**config.mk**
```make
export PLATFORM = sky130hd
export DESIGN_NAME = sq8_back_flat
export DESIGN_NICKNAME = d
export VERILOG_FILES = /design/src/design/sq8_pkg.sv /design/src/design/sq8_item_if.sv /design/src/design/sq8_back.sv /design/src/flat_wrapper.sv
export SDC_FILE = /design/constraint.sdc
export NUM_CORES = 2
export LEC_CHECK = 0
export ABC_AREA = 1
export BUFFER_PORTS_ARGS = -buffer_cell sky130_fd_sc_hd__buf_4
export CORE_ASPECT_RATIO = 0.6
export CORE_MARGIN = 2
export CORE_UTILIZATION = 50
export DETAILED_ROUTE_END_ITERATION = 7
export PLACE_DENSITY = 0.66
export SLEW_MARGIN = 20
export SYNTH_ARGS = -nofsm -noshare
export SYNTH_HDL_FRONTEND = slang
export SYNTH_SLANG_ARGS = --single-unit
export TNS_END_PERCENT = 50
```
**constraint.sdc**
```tcl
create_clock -name clk -period 44.4 [get_ports clk]
set_clock_uncertainty 0.1 [all_clocks]
set_input_delay 4.44 -clock clk [delete_from_list [all_inputs] [get_ports clk]]
set_output_delay 4.44 -clock clk [all_outputs]
set_load 0.02 [all_outputs]
```
**src/design/sq8_pkg.sv**
```systemverilog
`timescale 1ns / 1ps
// ---------------------------------------------------------------------------
// sq8_pkg
// Shared types and constants of the per-dimension SQ8 quantizer.
// ---------------------------------------------------------------------------
package sq8_pkg;

  localparam int DIM_MAX     = 1024;
  localparam int IDX_W       = $clog2(DIM_MAX);
  localparam int QUEUE_DEPTH = 4;
  localparam int QPTR_W      = $clog2(QUEUE_DEPTH);
  // back-end pipeline registers ahead of the output register
  localparam int STAGES      = 10;

  typedef enum logic [1:0] {
    OP_LOAD   = 2'd0,
    OP_ENCODE = 2'd1,
    OP_DECODE = 2'd2,
    OP_NONE   = 2'd3
  } opcode_t;

  typedef enum logic {
    KIND_ENC = 1'b0,
    KIND_DEC = 1'b1
  } kind_t;

  // item handed from the front end to the back end
  typedef struct packed {
    kind_t              kind;
    logic [7:0]         code;
    logic signed [31:0] sample;
    logic signed [31:0] lb;
    logic [30:0]        rng;
  } work_t;

  // one back-end pipeline register
  typedef struct packed {
    logic               vld;
    kind_t              kind;
    logic signed [31:0] lb;
    logic [30:0]        d;
    logic signed [32:0] t;
    logic [39:0]        rem;
    logic [31:0]        q;
    logic               zero;
    logic               full;
  } stage_t;

endpackage

```
**src/design/sq8_item_if.sv**
```systemverilog


interface sq8_result_if;
  logic               valid;
  logic               ready;
  logic               result_kind;
  logic [7:0]         code_out;
  logic signed [31:0] value_out;

  modport source (output valid, result_kind, code_out, value_out, input ready);
  modport sink (input valid, result_kind, code_out, value_out, output ready);
endinterface

```
**src/design/sq8_back.sv**
```systemverilog
`timescale 1ns / 1ps
// ---------------------------------------------------------------------------
// sq8_back
// Arithmetic pipeline: encode by one quotient bit per stage, decode by a
// reciprocal divide by 255 with correction, then the output register.
// ---------------------------------------------------------------------------
module sq8_back (
  input  logic           clk,
  input  logic           rst,
  input  logic           pop_valid,
  input  sq8_pkg::work_t pop_data,
  output logic           pop_ready,
  sq8_result_if.source   results
);
  import sq8_pkg::*;

  stage_t             p [1:STAGES];
  logic               en;
  logic               out_vld;
  logic               out_kind;
  logic [7:0]         out_code;
  logic signed [31:0] out_value;
  logic signed [33:0] dec_sum;
  logic [STAGES-1:0]  stage_vld;

  function automatic stage_t step(input int k, input stage_t s);
    stage_t      o;
    logic [31:0] tu;
    logic [39:0] dsh;
    logic [10:0] r;
    int          b;
    o  = s;
    tu = s.t[31:0];
    b  = 9 - k;
    if (s.kind == KIND_ENC) begin
      if (k == 1) begin
        o.zero = (s.d == '0) || s.t[32] || (s.t == '0);
        o.full = (43'(tu) * 43'd1000) > (43'(s.d) * 43'd999);
        o.rem  = 40'(tu) * 40'd255;
        o.q    = '0;
      end else begin
        // one quotient bit per stage, most significant first
        dsh = 40'(s.d) << b;
        if (s.rem >= dsh) begin
          o.rem  = s.rem - dsh;
          o.q[b] = 1'b1;
        end
      end
    end else begin
      case (k)
        1: o.q = 32'(s.rem >> 8) + 32'(s.rem >> 16) + 32'(s.rem >> 24)
               + 32'(s.rem >> 32);
        2: o.rem = s.rem - 40'(s.q) * 40'd255;
        3: begin
          // estimate is short by at most four
          r   = s.rem[10:0];
          o.q = s.q + 32'(r >= 11'd255) + 32'(r >= 11'd510)
              + 32'(r >= 11'd765) + 32'(r >= 11'd1020);
        end
        default: o = s;
      endcase
    end
    return o;
  endfunction

  assign en        = !out_vld || results.ready;
  assign pop_ready = en;

  always_ff @(posedge clk) begin
    if (rst) begin
      for (int k = 1; k <= STAGES; k++) begin
        p[k].vld <= 1'b0;
      end
    end else if (en) begin
      p[1].vld  <= pop_valid;
      p[1].kind <= pop_data.kind;
      p[1].lb   <= pop_data.lb;
      p[1].d    <= pop_data.rng;
      p[1].t    <= 33'(pop_data.sample) - 33'(pop_data.lb);
      p[1].rem  <= 40'(pop_data.code) * 40'(pop_data.rng);
      p[1].q    <= '0;
      p[1].zero <= 1'b0;
      p[1].full <= 1'b0;
      for (int k = 1; k < STAGES; k++) begin
        p[k+1] <= step(k, p[k]);
      end
    end
  end

  assign dec_sum = 34'(p[STAGES].lb) + 34'(p[STAGES].q);

  always_ff @(posedge clk) begin
    if (rst) begin
      out_vld <= 1'b0;
    end else if (en) begin
      out_vld <= p[STAGES].vld;
    end
  end

  always_ff @(posedge clk) begin
    if (en) begin
      out_kind <= p[STAGES].kind;
      if (p[STAGES].kind == KIND_ENC) begin
        out_value <= '0;
        if (p[STAGES].zero) begin
          out_code <= 8'd0;
        end else if (p[STAGES].full) begin
          out_code <= 8'd255;
        end else begin
          out_code <= p[STAGES].q[7:0];
        end
      end else begin
        out_code <= 8'd0;
        if (!dec_sum[33] && dec_sum[32:31] != 2'b00) begin
          out_value <= 32'sh7FFF_FFFF;
        end else begin
          out_value <= dec_sum[31:0];
        end
      end
    end
  end

  assign results.valid       = out_vld;
  assign results.result_kind = out_kind;
  assign results.code_out    = out_code;
  assign results.value_out   = out_value;

  always_comb begin
    for (int k = 1; k <= STAGES; k++) begin
      stage_vld[k-1] = p[k].vld;
    end
  end

  a_enc_no_value: assert property (@(posedge clk) disable iff (rst)
    (out_vld && out_kind == KIND_ENC) |-> out_value == '0)
    else $error("encode result carries a value");
  a_dec_no_code: assert property (@(posedge clk) disable iff (rst)
    (out_vld && out_kind == KIND_DEC) |-> out_code == '0)
    else $error("decode result carries a code");
  a_stall_holds: assert property (@(posedge clk) disable iff (rst)
    !en |=> $stable(stage_vld))
    else $error("pipeline moved while stalled");

endmodule

```
**src/flat_wrapper.sv**
```systemverilog
// flat-port wrapper written by rule: the top's interface ports become plain ports
module sq8_back_flat import sq8_pkg::*;
  (clk, rst, pop_valid, pop_data, pop_ready, results_valid, results_result_kind, results_code_out, results_value_out, results_ready);
  sq8_result_if results_i ();
  input  logic clk;
  input  logic rst;
  input  logic pop_valid;
  input  sq8_pkg::work_t pop_data;
  output logic pop_ready;
  output wire logic [$bits(results_i.valid)-1:0] results_valid;
  output wire logic [$bits(results_i.result_kind)-1:0] results_result_kind;
  output wire logic [$bits(results_i.code_out)-1:0] results_code_out;
  output wire logic [$bits(results_i.value_out)-1:0] results_value_out;
  input wire logic [$bits(results_i.ready)-1:0] results_ready;
  assign results_valid = results_i.valid;
  assign results_result_kind = results_i.result_kind;
  assign results_code_out = results_i.code_out;
  assign results_value_out = results_i.value_out;
  assign results_i.ready = results_ready;
  sq8_back u_core (.clk(clk), .rst(rst), .pop_valid(pop_valid), .pop_data(pop_data), .pop_ready(pop_ready), .results(results_i));
endmodule
```
==> qor.csv <==
metric,value,unit
status,"complete, no violations",
r2r-start,u_core.p[0][286]$_DFFE_PP_,
synth_top_area_share,39.26,%
ys_seq_area_share,39.28,%
r2r_slack,36310,ps
clock-sinks,1359,
hold_buffers,0,
placed_cell_area,0.1081,mm^2
cap_violations,0,
grt_pass1_wl,489.8,mm
num_io_pins,151,
cts_tree,built,
setup_ws,33960,ps
grt_usage,31.30,%
fillers,18590,
die_w,592.4,um
drt_iter0_markers,10390,
grt_start_max_net_pins,154,
grt_remaining_overflow,0,
cts.htree.levels,4,
hold_viol,0,
gp_congestion,1.017,
dp_slack,33140,ps
postCtsSetupRepairBufs,0,
coreArea,0.2063,mm^2
synth_enable_flop_cells,1358,
final-setup-viol-count,0,
cp-end-kind,flip-flop,
fmax,95.83,MHz
synthAdderAreaFrac,24.80,%
synth-seq-cells,1359,
synthFlopType,edfxtp_1,
synthSimpleGateAreaFrac,15.33,%
endpoint,u_core.p[0][641]$_DFFE_PP_,
post-route-cell-area,0.1125,mm^2
startpoint_type,primary input,
drt-total-wl,330.8,mm
cp_data_arrival_time,10720,ps
synth_compound_area_share,9.056,%
hpwl,276.4,mm
start_util,50.35,%
synthMuxAreaShare,0,%
die_area,0.2115,mm^2
timing.setup.tns,0,ps
synth-async-reset-ratio,0,%
numCtsBuffers,141,
startpoint,results_ready,
syn_nets,12840,
drc_errors,0,
path_class,primary input to flip-flop,
syn_inst,11150,
maxSlewViolCount,0,
nNetsFinal,13020,
detail-route-antenna-nets,0,
cts_resized,0,
ff_latch_area,0.04080,mm^2
ys_top_cells_by_area,"edfxtp_1, fa_1, ha_1, nand2_1, inv_1",
cts_buffer_depth,4,
grt_pass1_vias,75260,
worstReg2RegEnd,u_core.p[0][344]$_SDFFCE_PP0P_,
synth_cell_types,60,
area_growth,8.331,%
avgSynthCellArea,9.317,um^2
clk_pin_slew,60,ps
rr_worst_depth,33,
fp-row-count,129,
vias,80330,
fin_util,54.55,%
syn_area,0.1039,mm^2
portBuffers,150,
die_h,357.0,um
post-route-min-period,10440,ps
fin_crit_sh,23.50,%
drive_gt1_share,3.841,%
synth_commonest_cells,"nand2_1, inv_1, edfxtp_1",
ys_warn_count,0,
hold_class,flip-flop to flip-flop,
crit_fanout,109,
via_per_inst,5.663,
yosysTopAreaCell,edfxtp_1,
slew_headroom,23.77,%
antenna_found_initial,18,
multi_input_area,0.05457,mm^2
synth_top_family_by_area,adder cells,
avgRoutedWirePerCell,23.32,um
synth.most_common_cell,nand2_1,
cp_data_required_time,44680,ps
dr.pass1.iters,8,
cts.root.buffer_cell,clkbuf_16,
clk_latency,820,ps
synth_xor_xnor_area_share,3.331,%
rsz0062_at_grt,false,
max_slew.worst_pin.slew,1134,ps
## final cells by class
type / instances / area share (%)
Timing Repair Buffer: 181 / 1.219
Multi-Input combinational cell: 7552 / 48.50
Clock buffer: 161 / 3.278
Sequential cell: 1359 / 36.26
Inverter: 2097 / 7.004
Antenna cell: 6 / 0.01334
Clock inverter: 78 / 0.6683
Tap cell: 2751 / 3.059
## cell families after synthesis
family	after synthesis
simple gates	3862
flops	1359
buf+inv	2237
xor+xnor	395
compound gates	1713
fa+ha+maj	1582
## worst max-delay path, stage by stage
cell     delay [ps]
buf_4            80
inv_1            50
nand2_2         670
nand2_1         520
inv_8           650
buf_4           880
buf_4           780
buf_4           720
buf_4           740
buf_4           810
## flip-flops by register name (all words and copies together), names as in the netlist
register,flops
u_core.results.code_out,8
u_core.results.value_out,32
u_core.results.result_kind,1
u_core.p,1317
u_core.results.valid,1
## placed cells by master, fill, tap and decap left out, drive strengths merged, types with 50 or more instances in the layout
master,instances
a21o,75
a21oi,718
a31oi,73
buf,181
clkbuf,161
clkinv,50
edfxtp,1358
fa,795
ha,787
inv,2105
nand2,2189
nand3,420
nand4,123
nor2,898
nor3,98
nor4,63
o21ai,652
o21bai,72
xnor2,173
xor2,222
## per-layer routing
metal / global-route usage (%) / part of all wire [%] / vias up / routed length, um
met4: 4.470 / 1.4 / 14 / 4506
li1: - / - / 36890 / -
met2: 36.75 / 35 / 3850 / 114400
met1: 53.72 / 51 / 39310 / 168200
met3: 10.52 / 13 / 267 / 43510
met5: 0 / 0.029 / - / 97
## metrics by stage
step                cells  hold slack (ps)
floorplan           11150            300.3
global placement    13940            300.5
detailed placement  13940            304.5
CTS                 14180            264.8
global route        14180            269.8
finish              14190            269.9
## worst min path at each step
stage / startpoint / end / slack (ps) / cells after the start
2_1_floorplan: u_core.p[0][828]$_DFFE_PP_ / u_core.p[0][1000]$_DFFE_PP_ / 300 / 0
3_3_place_gp: u_core.p[0][1378]$_DFFE_PP_ / u_core.p[0][1550]$_DFFE_PP_ / 300 / 0
3_5_place_dp: u_core.p[0][846]$_DFFE_PP_ / u_core.p[0][1018]$_DFFE_PP_ / 300 / 0
4_1_cts: u_core.p[0][489]$_DFFE_PP_ / u_core.p[0][661]$_DFFE_PP_ / 260 / 0
5_1_grt: u_core.p[0][489]$_DFFE_PP_ / u_core.p[0][661]$_DFFE_PP_ / 270 / 0
6_report: u_core.p[0][489]$_DFFE_PP_ / u_core.p[0][661]$_DFFE_PP_ / 270 / 0
Power is not shown: default switching activity piles up to over one toggle a cycle in this logic, so the estimate is an artifact.
