<file path="src/design/sq8_pkg.sv">
`timescale 1ns / 1ps
// ---------------------------------------------------------------------------
// sq8_pkg
// Shared types and constants of the per-dimension SQ8 quantizer.
// ---------------------------------------------------------------------------
package sq8_pkg;

  localparam int DIM_MAX     = 1024;
  localparam int IDX_W       = $clog2(DIM_MAX);
  localparam int QUEUE_DEPTH = 4;
  localparam int QPTR_W      = $clog2(QUEUE_DEPTH);
  // back-end pipeline registers ahead of the output register
  localparam int STAGES      = 10;

  typedef enum logic [1:0] {
    OP_LOAD   = 2'd0,
    OP_ENCODE = 2'd1,
    OP_DECODE = 2'd2,
    OP_NONE   = 2'd3
  } opcode_t;

  typedef enum logic {
    KIND_ENC = 1'b0,
    KIND_DEC = 1'b1
  } kind_t;

  // item handed from the front end to the back end
  typedef struct packed {
    kind_t              kind;
    logic [7:0]         code;
    logic signed [31:0] sample;
    logic signed [31:0] lb;
    logic [30:0]        rng;
  } work_t;

  // one back-end pipeline register
  typedef struct packed {
    logic               vld;
    kind_t              kind;
    logic signed [31:0] lb;
    logic [30:0]        d;
    logic signed [32:0] t;
    logic [39:0]        rem;
    logic [31:0]        q;
    logic               zero;
    logic               full;
  } stage_t;

endpackage

</file>
<file path="src/design/sq8_queue.sv">
`timescale 1ns / 1ps
// ---------------------------------------------------------------------------
// sq8_queue
// Short FIFO between the front end and the arithmetic back end.
// ---------------------------------------------------------------------------
module sq8_queue (
  input  logic           clk,
  input  logic           rst,
  input  logic           push_valid,
  input  sq8_pkg::work_t push_data,
  output logic           push_ready,
  output logic           pop_valid,
  output sq8_pkg::work_t pop_data,
  input  logic           pop_ready
);
  import sq8_pkg::*;

  work_t             q_mem [QUEUE_DEPTH];
  logic [QPTR_W-1:0] wr_ptr;
  logic [QPTR_W-1:0] rd_ptr;
  logic [QPTR_W:0]   count;
  logic              push;
  logic              pop;

  assign push_ready = (count != QPTR_W'(0) + (QPTR_W+1)'(QUEUE_DEPTH));
  assign pop_valid  = (count != '0);
  assign push       = push_valid && push_ready;
  assign pop        = pop_valid && pop_ready;
  assign pop_data   = q_mem[rd_ptr];

  always_ff @(posedge clk) begin
    if (push) begin
      q_mem[wr_ptr] <= push_data;
    end
  end

  always_ff @(posedge clk) begin
    if (rst) begin
      wr_ptr <= '0;
      rd_ptr <= '0;
      count  <= '0;
    end else begin
      if (push) begin
        wr_ptr <= wr_ptr + 1'b1;
      end
      if (pop) begin
        rd_ptr <= rd_ptr + 1'b1;
      end
      if (push && !pop) begin
        count <= count + 1'b1;
      end else if (pop && !push) begin
        count <= count - 1'b1;
      end
    end
  end

  a_count_bound: assert property (@(posedge clk) disable iff (rst)
    count <= (QPTR_W+1)'(QUEUE_DEPTH))
    else $error("queue count beyond depth");
  a_count_up: assert property (@(posedge clk) disable iff (rst)
    (push && !pop) |=> count == $past(count) + 1'b1)
    else $error("queue count missed a push");
  a_count_down: assert property (@(posedge clk) disable iff (rst)
    (pop && !push) |=> count == $past(count) - 1'b1)
    else $error("queue count missed a pop");

endmodule

</file>
<file path="config.mk">
export PLATFORM = sky130hd
export DESIGN_NAME = sq8_queue
export DESIGN_NICKNAME = d
export VERILOG_FILES = /design/src/design/sq8_pkg.sv /design/src/design/sq8_queue.sv
export SDC_FILE = /design/constraint.sdc
export NUM_CORES = 1
export LEC_CHECK = 0
export ABC_AREA = 1
export BUFFER_PORTS_ARGS = -buffer_cell sky130_fd_sc_hd__buf_2
export CORE_AREA = 8 8 198 200
export CTS_BUF_LIST = sky130_fd_sc_hd__clkbuf_8
export DETAILED_ROUTE_END_ITERATION = 10
export DIE_AREA = 0 0 206 208
export RECOVER_POWER = 25
export SYNTH_ARGS = -nofsm -noshare
export SYNTH_HDL_FRONTEND = slang
export SYNTH_SLANG_ARGS = --single-unit
</file>
<file path="constraint.sdc">
create_clock -name clk -period 13.4 [get_ports clk]
set_input_delay 2.68 -clock clk [delete_from_list [all_inputs] [get_ports clk]]
set_output_delay 2.68 -clock clk [all_outputs]
set_load 0.02 [all_outputs]
</file>
==> results of run 1 <==
synthesized netlist by cell type, types with 5 or more instances:
cell	instances
buf_2	19
buf_6	16
clkbuf_1	25
dfxtp_1	9
edfxtp_1	416
ha_1	5
inv_1	14
nand2_1	15
nor2_1	203
nor2_2	19
o21ai_0	182
o21ai_1	27
o22ai_1	84
o22ai_2	20
power by group:
| part | leakage (nW) | total, mW | switching, mW | internal (mW) |
|---|---|---|---|---|
| Sequential | 3.89 | 1.68 | 0.0582 | 1.62 |
| Combinational | 1.78 | 0.942 | 0.677 | 0.265 |
| Clock | 0.788 | 1.09 | 0.498 | 0.588 |
cells by family (layout without fill, tap and decap cells):
| logic type | count (synthesis) | after routing | synth area share |
|---|---|---|---|
| buffers and inverters | 83 | 371 | 0.03017 |
| AO/OA/AOI/OAI | 316 | 316 | 0.1144 |
| adder cells (fa/ha/maj) | 6 | 6 | 0.005145 |
| other | 0 | 1 | 0 |
| AND/OR/NAND/NOR | 242 | 242 | 0.06011 |
| XOR/XNOR | 1 | 1 | 0.0005458 |
| flip-flops | 425 | 425 | 0.7896 |
path summary, 6_finish.rpt:
check	from	to	depth (start not counted)
setup / recovery	register	pop_data[71]	5
hold / removal	rd_ptr[1]$_SDFFE_PP0P_	register	2
setup reg to reg	count[1]$_SDFFE_PP0P_	q_mem[0][57]$_DFFE_PP_	6
hold reg to reg	rd_ptr[1]$_SDFFE_PP0P_	register	2
metal layers:
metal  track usage  up-vias
met3       0.06060       52
met5             0        -
li1              -     4514
met2        0.2547      259
met4       0.05263       14
met1        0.2099     4672
metrics by stage:
step | cell area [um^2] | instances
3_5_place_dp | 17420 | 1700
4_1_cts | 18780 | 1829
2_1_floorplan | 16050 | 1073
5_1_grt | 18690 | 1829
3_3_place_gp | 17420 | 1700
6_report | 18700 | 1830
critical path, delay by kind of cell (launching register included):
kind                   cells  cell delay (ps)
AOI/OAI and AO/OA          2              340
DFF                        1              720
buffers and inverters      3             1550
sequential cells by signal, summed over array words and instances, names as in the netlist, named ones only:
name / count
q_mem: 416
count: 3
rd_ptr: 2
wr_ptr: 2
area by class of cell:
class,instances,area [um^2],share of cell area
diodes,1,2.502,0.0001339
clock buffers,73,1005,0.05374
clock inverters,56,355.3,0.01901
inverters,16,66.31,0.003547
multi-input cells,565,2923,0.1563
flip-flops and latches,425,12680,0.6782
well taps,468,585.6,0.03132
repair buffers,226,1079,0.05769
==> impl_results.md, run 1 <==
* Status: completed
* DRT iter0 DRCs at 551
* Vias at 9511
* Worst stage delay on the critical path at 760 ps
* Slew @ Worst Pin at 982.1 ps
* Mapped Cells at 1073
* Final hold vios at 0
* Total track usage at 0.1636
* Fin crit share at 0.4451
* Post-route ant nets at 0
* Minimum hold slack at 496.3 ps
* # rows at 70
* Critical-path top delay cell: clkinv_2
* Setup ws final at about 7400 ps
* Filler instances at a little over 3000
* I/O Pins at 214
* Max-Cap Viols at 0
* Drt pass-1 iters at 7
* Hold WC Path Type: reg2reg
* Synth Warn # at 0
* WL met1 at ~15 mm
* Met3 routed WL at slightly below 3 mm
* Via-per-instance ratio at 5.197
* Pwr dens at 198.2 nW/um^2
* Clock Sinks at between 400 and 500
* Grt ovf at 0
* # Post-CTS Setup Buffers at 0
* Width of the die at 206 um
* DP Worst Slack at 7902 ps
* Leading area contributor after synthesis: edfxtp_1
* CTS Hold Bufs at 0
* Leakage at about 6.5 nW
* Worst setup EP type: output port
* Routed WL at around 36 mm
* Top cells by area, synth: edfxtp_1 78%, o21ai_0 5.7%, nor2_1 4.7%, o22ai_1 3.3%, o22ai_2 1.6%
* Post-layout util at 0.5181
* Starting Density at 0.4448
* CP Launch Type: register
* Depth of the CTS H-tree at 3
* Min cycle time layout at 5965 ps
* Drc violations at 0
* Die ar. at 42850 um^2
* Port buffer count at 213
* Initial antenna violation count at 10
* TritonCTS clock tree: yes
* Top-area cell type share of the netlist area at 0.7784
* Peak supply drop at 0.0001260 V
* Final setup fails at 0
* Gpl congestion at 0.7122
* Ys flop type: edfxtp_1
* Highest Signal Layer: met5
* Routed WL per cell at a little under 20 um
* Clk pin slew, worst setup/hold paths at 60 ps
* Asr flop ratio synth at 0
* Most common cell after layout, fill and taps aside: edfxtp_1
* Sequential area share after synthesis at 0.7896
* Critical Path AT at 3280 ps
* Mapped Area at 16050 um^2
* Synth Net Count at 1187
* First-pass GRT wire length at between 50 and 60 mm
* Power, Total at approximately 3.7 mW
* R2r setup slk at 10530 ps
* Fmax at 167.7 MHz
* Setup TNS at 0 ps
* Core footprint at 36080 um^2
* Number of global-route vias before repair at ~9500
* Clock root buffer: clkbuf_8
* CP cell instances: clkinv_2 -> buf_4 -> o21ai_0 -> o22ai_2 -> buf_2
* Wire length on met2 at 16.93 mm
* Final Skew at around 12 ps
* DP Wirelength at 20.11 mm
* Die height at 208 um
* Slew margin rel. at 0.3453
* Synth-to-Final Area Change at 16.49%
* Worst-skew pair later-pin latency at 590 ps
* FF+latch count, synth at 425
* Clock Path Buffers at 3
* Most frequent cells in the layout: 416 x edfxtp_1, 199 x nor2_1, 182 x o21ai_0
* Number of flops mapped to enable cells by yosys at ~420
* Largest net degree at the start of global routing at between 100 and 150
* CP Data Required Time at 10720 ps
* Syn_area_per_cell at 14.96 um^2
* Nets at 1420
* Worst-path fanout max at 56
* Yosys cell types at 24
* Number of CTS-inserted buffers at 72
* WS Path Type: reg2out
* RSZ-0062 raised after global routing: false
* Final-report max-slew violation count at 0
* Fraction of layout instances using a drive strength above 1 at 0.2175
* Post-CTS Resized at 0
No activity file was read; power rests on OpenSTA's default activity.
==> inputs of run 2 (changes only) <==
==> constraint.sdc (replaced) <==
create_clock -name clk -period 5.6 [get_ports clk]
set_input_delay 1.12 -clock clk [delete_from_list [all_inputs] [get_ports clk]]
set_output_delay 1.12 -clock clk [all_outputs]
set_load 0.02 [all_outputs]
==> impl_results.md, run 2 (synthesized netlist as in run 1, its figures left out) <==
* Met3 routed WL at 3.043 mm (was 2.952 mm)
* Hold Crit Depth at 2 (unchanged)
* Hold WC Path Type: reg2reg (unchanged)
* Vias at 9632 (was 9511)
* Fin crit share at 0.7689
* Sw Share at 0.3373 (was 0.3329)
* Depth of the CTS H-tree at 3 (unchanged)
* Fmax at approximately 230 MHz
* Slew margin rel. at 0.2588 (was 0.3453)
* First-pass GRT wire length at 56.19 mm (was 54.28 mm)
* Final hold vios at 0 (unchanged)
* Pint at 5.753 mW (was 2.472 mW)
* Starting Density at 0.4448 (unchanged)
* Status: completed (unchanged)
* Largest net degree at the start of global routing at 148 (was 122)
* RR Startpoint: count[0]$_SDFFE_PP0P_ (was count[1]$_SDFFE_PP0P_)
* Post-placement cell count at 1701 (was 1700)
* Post-CTS Resized at 0 (unchanged)
* RSZ-0062 raised after global routing: false (unchanged)
* I/O Pins at 214 (unchanged)
* Biggest register: q_mem (unchanged)
* DRT iter0 DRCs at 591 (was 551)
* Filler instances at 3092 (was 3107)
* Logic pwr share at 0.269 (was 0.254)
* Port buffer count at 213 (unchanged)
* Final setup fails at 0 (unchanged)
* # Post-CTS Setup Buffers at 0 (unchanged)
* Max-Cap Viols at 0 (unchanged)
* Via-per-instance ratio at 5.266 (was 5.197)
* Most frequent cells in the layout: 416 x edfxtp_1, 199 x nor2_1, 182 x o21ai_0 (unchanged)
* Wire length on met2 at 16.91 mm (was 16.93 mm)
* Clock root buffer: clkbuf_8 (unchanged)
* Synth-to-Final Area Change at 16.11% (was 16.49%)
* Sequential cell area at 12680 um^2 (unchanged)
* WP depth at 5 (unchanged)
* Worst stage delay on the critical path at 800 ps (was 760 ps)
* Critical Path AT at 3190 ps (was 3280 ps)
* Flop pwr share at 0.457 (was 0.452)
* Grt ovf at 0 (unchanged)
* # rows at 70 (unchanged)
* Drc violations at 0 (unchanged)
* Drt pass-1 iters at 5 (was 7)
* Routed WL at 36.75 mm (was 35.98 mm)
* Clock Sinks at 425 (unchanged)
* Critical-path top delay cell: clkinv_2 (unchanged)
* Die ar. at 42850 um^2 (unchanged)
* Final Skew at 21.76 ps (was 11.58 ps)
* Minimum hold slack at 508.6 ps (was 496.3 ps)
* Setup TNS at 0 ps (unchanged)
* Top Registers: q_mem (416), count (3) (unchanged)
* Routed WL per cell at 20.09 um (was 19.66 um)
* Flip-flop count of the largest register after layout at 416 (unchanged)
* CP Launch Type: register (unchanged)
* Number of CTS-inserted buffers at 71 (was 72)
* Largest delay share family, worst path: buffers and inverters (unchanged)
* Non-Filler Instances at 1829 (was 1830)
* Highest Signal Layer: met5 (unchanged)
* P_sw at 2.929 mW (was 1.233 mW)
* Worst-skew pair later-pin latency at 590 ps (about the same)
* Pwr dens at 465.9 nW/um^2 (was 198.2 nW/um^2)
* WL met1 at 15.96 mm (was 15.47 mm)
* DP Wirelength at 20.30 mm (was 20.11 mm)
* Post-route ant nets at 0 (unchanged)
* Most common cell after layout, fill and taps aside: edfxtp_1 (unchanged)
* Leakage at 6.401 nW (was 6.455 nW)
* Post-layout util at 0.5164 (was 0.5181)
* Worst-path fanout max at 56 (unchanged)
* Worst Path Buf+Inv at 3 (unchanged)
* TritonCTS clock tree: yes (unchanged)
* Fraction of layout instances using a drive strength above 1 at 0.2127 (was 0.2175)
* Final-report max-slew violation count at 0 (unchanged)
* Width of the die at 206 um (unchanged)
* WS Path Type: reg2out (unchanged)
* CP cell instances: clkinv_2 -> buf_12 -> o21ai_0 -> o22ai_1 -> buf_2 (was clkinv_2 -> buf_4 -> o21ai_0 -> o22ai_2 -> buf_2)
* Number of global-route vias before repair at 9761 (was 9478)
* Total track usage at 0.1687 (was 0.1636)
* Clock Path Buffers at 3 (unchanged)
* Clock network power share at 0.274 (was 0.293)
* Clk pin slew, worst setup/hold paths at 50 ps (was 60 ps)
* Nets at 1420 (unchanged)
* Multi-input logic area at 2923 um^2 (unchanged)
* Initial antenna violation count at 14 (was 10)
* Worst setup EP type: output port (unchanged)
* Core footprint at 36080 um^2 (unchanged)
* CP Data Required Time at 4480 ps (was 10720 ps)
* Gpl congestion at 0.6999 (was 0.7122)
* Die height at 208 um (unchanged)
* Peak supply drop at 0.0002359 V (was 0.0001260 V)
* CTS Hold Bufs at 0 (unchanged)
* Min cycle time layout at between 4000 and 5000 ps
* Hold Crit Start: rd_ptr[0]$_SDFFE_PP0P_ (was rd_ptr[1]$_SDFFE_PP0P_)
* Slew @ Worst Pin at 1112 ps (was 982.1 ps)
* Reg2Reg Depth at 5 (was 6)
-- run 2: cell count changes in the layout (fill, tap and decap cells not counted), sizes merged --
cell,previous run,this run
buf,158,160
bufinv,4,1
clkbuf,141,139
clkinv,19,25
clkinvlp,3,1
diode,1,7
inv,46,38
-- run 2: worst paths after layout --
kind | slack (ps) | endpoint
worst min-delay path | 510 | rd_ptr[0]$_SDFFE_PP0P_
worst max-delay path | 1290 | pop_data[69]
worst max register to register | 3200 | q_mem[2][21]$_DFFE_PP_
worst min register to register | 510 | rd_ptr[0]$_SDFFE_PP0P_
-- run 2: worst register-to-register path: stages, from the launching register on --
cell     delay (ps)
dfxtp_1         390
nor2_1           90
nand2_1         140
nand2_1         270
nor2_4          690
buf_4           470
-- run 2: stage by stage --
step | total power, mW | instance area, um^2 | setup WS [ps]
floorplan | 5.641 | 16050 | -536.5
global placement | 6.398 | 17490 | 1952
detailed placement | 6.422 | 17490 | 1937
CTS | 8.819 | 18700 | 1300
global route | 9.144 | 18620 | 1150
finish | 8.682 | 18640 | 1294
-- run 2: cell type report --
cell class,count,area share
clock buffer,72,0.05318
multi-input combinational,565,0.1568
antenna,7,0.0009400
tap,468,0.03142
clock inverter,49,0.01195
sequential,425,0.6804
inverter,16,0.003558
timing repair buffer,227,0.06170
-- run 2: metal layers --
metal,vias up,track usage
li1,4523,-
met1,4739,0.2194
met2,289,0.2598
met3,67,0.05951
met4,14,0.05753
met5,-,0
-- run 2: power by group through the flow --
stage          Combinational, mW  Clock [mW]  Sequential [mW]
3_5_place_dp                2.39           0             4.03
2_1_floorplan               1.60           0             4.05
6_report                    2.33        2.38             3.97
3_3_place_gp                2.37           0             4.03
4_1_cts                     2.39        2.46             3.97
5_1_grt                     2.55        2.60             4.00
==> inputs of run 3 (changes only) <==
==> constraint.sdc (replaced) <==
create_clock -name clk -period 4.4 [get_ports clk]
set_input_delay 0.88 -clock clk [delete_from_list [all_inputs] [get_ports clk]]
set_output_delay 0.88 -clock clk [all_outputs]
set_load 0.02 [all_outputs]
==> impl_results.md, run 3 (synthesized netlist as in run 1, its figures left out) <==
* Status: completed (unchanged)
* Filler instances at 3104 (was 3092)
* Clock Path Buffers at 3 (unchanged)
* Fmax at 264.5 MHz
* Post-layout util at 0.5198 (was 0.5164)
* Via-per-instance ratio at 5.185 (was 5.266)
* Gpl congestion at 0.7210 (was 0.6999)
* Number of global-route vias before repair at 9820 (was 9761)
* Synth-to-Final Area Change at 16.86% (was 16.11%)
* Post-route ant nets at 0 (unchanged)
* Post-placement cell count at 1702 (was 1701)
* TritonCTS clock tree: yes (unchanged)
* Min cycle time layout at 3780 ps
* Pwr dens at 595.6 nW/um^2 (was 465.9 nW/um^2)
* I/O Pins at 214 (unchanged)
* Die height at 208 um (unchanged)
* CTS Hold Bufs at 0 (unchanged)
* WS Path Type: reg2out (unchanged)
* Die ar. at 42850 um^2 (unchanged)
* Fraction of layout instances using a drive strength above 1 at 0.2163 (was 0.2127)
* Fin crit share at 0.8591
* # Post-CTS Setup Buffers at 0 (unchanged)
* Final-report max-slew violation count at 0 (unchanged)
* Routed WL at 35.48 mm (was 36.75 mm)
* Clock root buffer: clkbuf_8 (unchanged)
* Clk pin slew, worst setup/hold paths at 60 ps (was 50 ps)
* Total track usage at 0.1637 (was 0.1687)
* Multi-input logic area at 2923 um^2 (unchanged)
* Non-Filler Instances at 1830 (was 1829)
* Critical-path top delay cell: dfxtp_4 (was clkinv_2)
* Starting Density at 0.4448 (unchanged)
* Number of CTS-inserted buffers at 71 (unchanged)
* Grt ovf at 0 (unchanged)
* CP cell instances: buf_12 -> o21ai_0 -> o22ai_1 -> buf_2 (was clkinv_2 -> buf_12 -> o21ai_0 -> o22ai_1 -> buf_2)
* Critical Path AT at 2900 ps (was 3190 ps)
* Core footprint at 36080 um^2 (unchanged)
* Slew margin rel. at 0.3090 (was 0.2588)
* Final setup fails at 0 (unchanged)
* Port buffer count at 213 (unchanged)
* Initial antenna violation count at 10 (was 14)
* Most common cell after layout, fill and taps aside: edfxtp_1 (unchanged)
* DRT iter0 DRCs at 563 (was 591)
* Drc violations at 0 (unchanged)
* Worst setup EP type: output port (unchanged)
* Flip-flop count of the largest register after layout at 416 (unchanged)
* Depth of the CTS H-tree at 3 (unchanged)
* # rows at 70 (unchanged)
* Routed WL per cell at 19.39 um (was 20.09 um)
* Most frequent cells in the layout: 416 x edfxtp_1, 199 x nor2_1, 182 x o21ai_0 (unchanged)
* Hold WC Path Type: reg2reg (unchanged)
* Final Skew at 30.20 ps (was 21.76 ps)
* First-pass GRT wire length at 54.98 mm (was 56.19 mm)
* Worst-skew pair later-pin latency at 610 ps (was 590 ps)
* Drt pass-1 iters at 4 (was 5)
* Largest net degree at the start of global routing at 167 (was 148)
* Max-Cap Viols at 0 (unchanged)
* Post-CTS Resized at 0 (unchanged)
* Clock Sinks at 425 (unchanged)
* CP Data Required Time at 3520 ps (was 4480 ps)
* Nets at 1421 (was 1420)
* RSZ-0062 raised after global routing: false (unchanged)
* Final hold vios at 0 (unchanged)
* Worst stage delay on the critical path at 690 ps (was 800 ps)
* Setup ws final at 619.8 ps (was 1294 ps)
* R2r setup slk at 2080 ps (was 3200 ps)
* Biggest register: q_mem (unchanged)
* CP Launch Type: register (unchanged)
* Top Registers: q_mem (416), count (3) (unchanged)
* DP Worst Slack at 1324 ps (was 1937 ps)
* Sequential cell area at 12680 um^2 (unchanged)
* DP Wirelength at 19.85 mm (was 20.30 mm)
* Width of the die at 206 um (unchanged)
* Worst Path Buf+Inv at 2 (was 3)
* Slew @ Worst Pin at 1037 ps (was 1112 ps)
* Peak supply drop at 0.0003452 V (was 0.0002359 V)
* Leakage at 6.464 nW (was 6.401 nW)
* Largest delay share family, worst path: flip-flops (was buffers and inverters)
* Worst-path fanout max at 166 (was 56)
* Vias at 9489 (was 9632)
## run 3: cell count changes in the layout (fill, tap and decap cells not counted), sizes merged
cell | previous run | this run
buf | 160 | 162
clkbuf | 139 | 140
clkinvlp | 1 | 3
clkinv | 25 | 19
diode | 7 | 3
bufinv | 1 | 2
inv | 38 | 43
## run 3: routing by layer
layer	vias to the layer above	track usage	part of all wire
li1	4521	-	-
met3	50	0.05547	0.074
met1	4641	0.2069	0.44
met2	263	0.2603	0.47
met4	14	0.05630	0.016
met5	-	0	0.0024
## run 3: worst min-delay path: cells and delay by family (launching register included)
| family | cells | cell delay (ps) |
|---|---|---|
| AO/OA/AOI/OAI | 1 | 80 |
| AND/OR/NAND/NOR | 1 | 70 |
| flip-flops | 1 | 320 |
## run 3: through the flow
step                      cell area (um^2)  hold slack [ps]  setup TNS [ps]  total power, mW
final                                18760            497.2               0            11.17
after global placement               17550            488.3               0            8.137
after detailed placement             17550            496.6               0            8.170
after global routing                 18750            479.1               0            11.77
after floorplan                      16050            459.4         -622550            7.180
after CTS                            18830            438.0               0            11.34
## run 3: area by class of cell
type,count,share of cell area
clock inverters,51,0.01421
multi-input cells,565,0.1558
repair buffers,228,0.06444
clock buffers,74,0.05430
inverters,16,0.003536
flip-flops and latches,425,0.6761
well taps,468,0.03122
diodes,3,0.0004003
## run 3: path summary, 6_finish.rpt
| path | start | to | cells past startpoint |
|---|---|---|---|
| worst min register to register | rd_ptr[1]$_SDFFE_PP0P_ | register | 2 |
| worst max-delay path | register | pop_data[46] | 4 |
| worst max register to register | count[0]$_SDFFE_PP0P_ | q_mem[0][66]$_DFFE_PP_ | 5 |
| worst min-delay path | rd_ptr[1]$_SDFFE_PP0P_ | register | 2 |
## run 3: power breakdown
part | total (mW) | internal [mW] | switching [mW]
Clock | 3.15 | 1.67 | 1.48
Combinational | 2.96 | 0.853 | 2.11
Sequential | 5.06 | 4.92 | 0.140
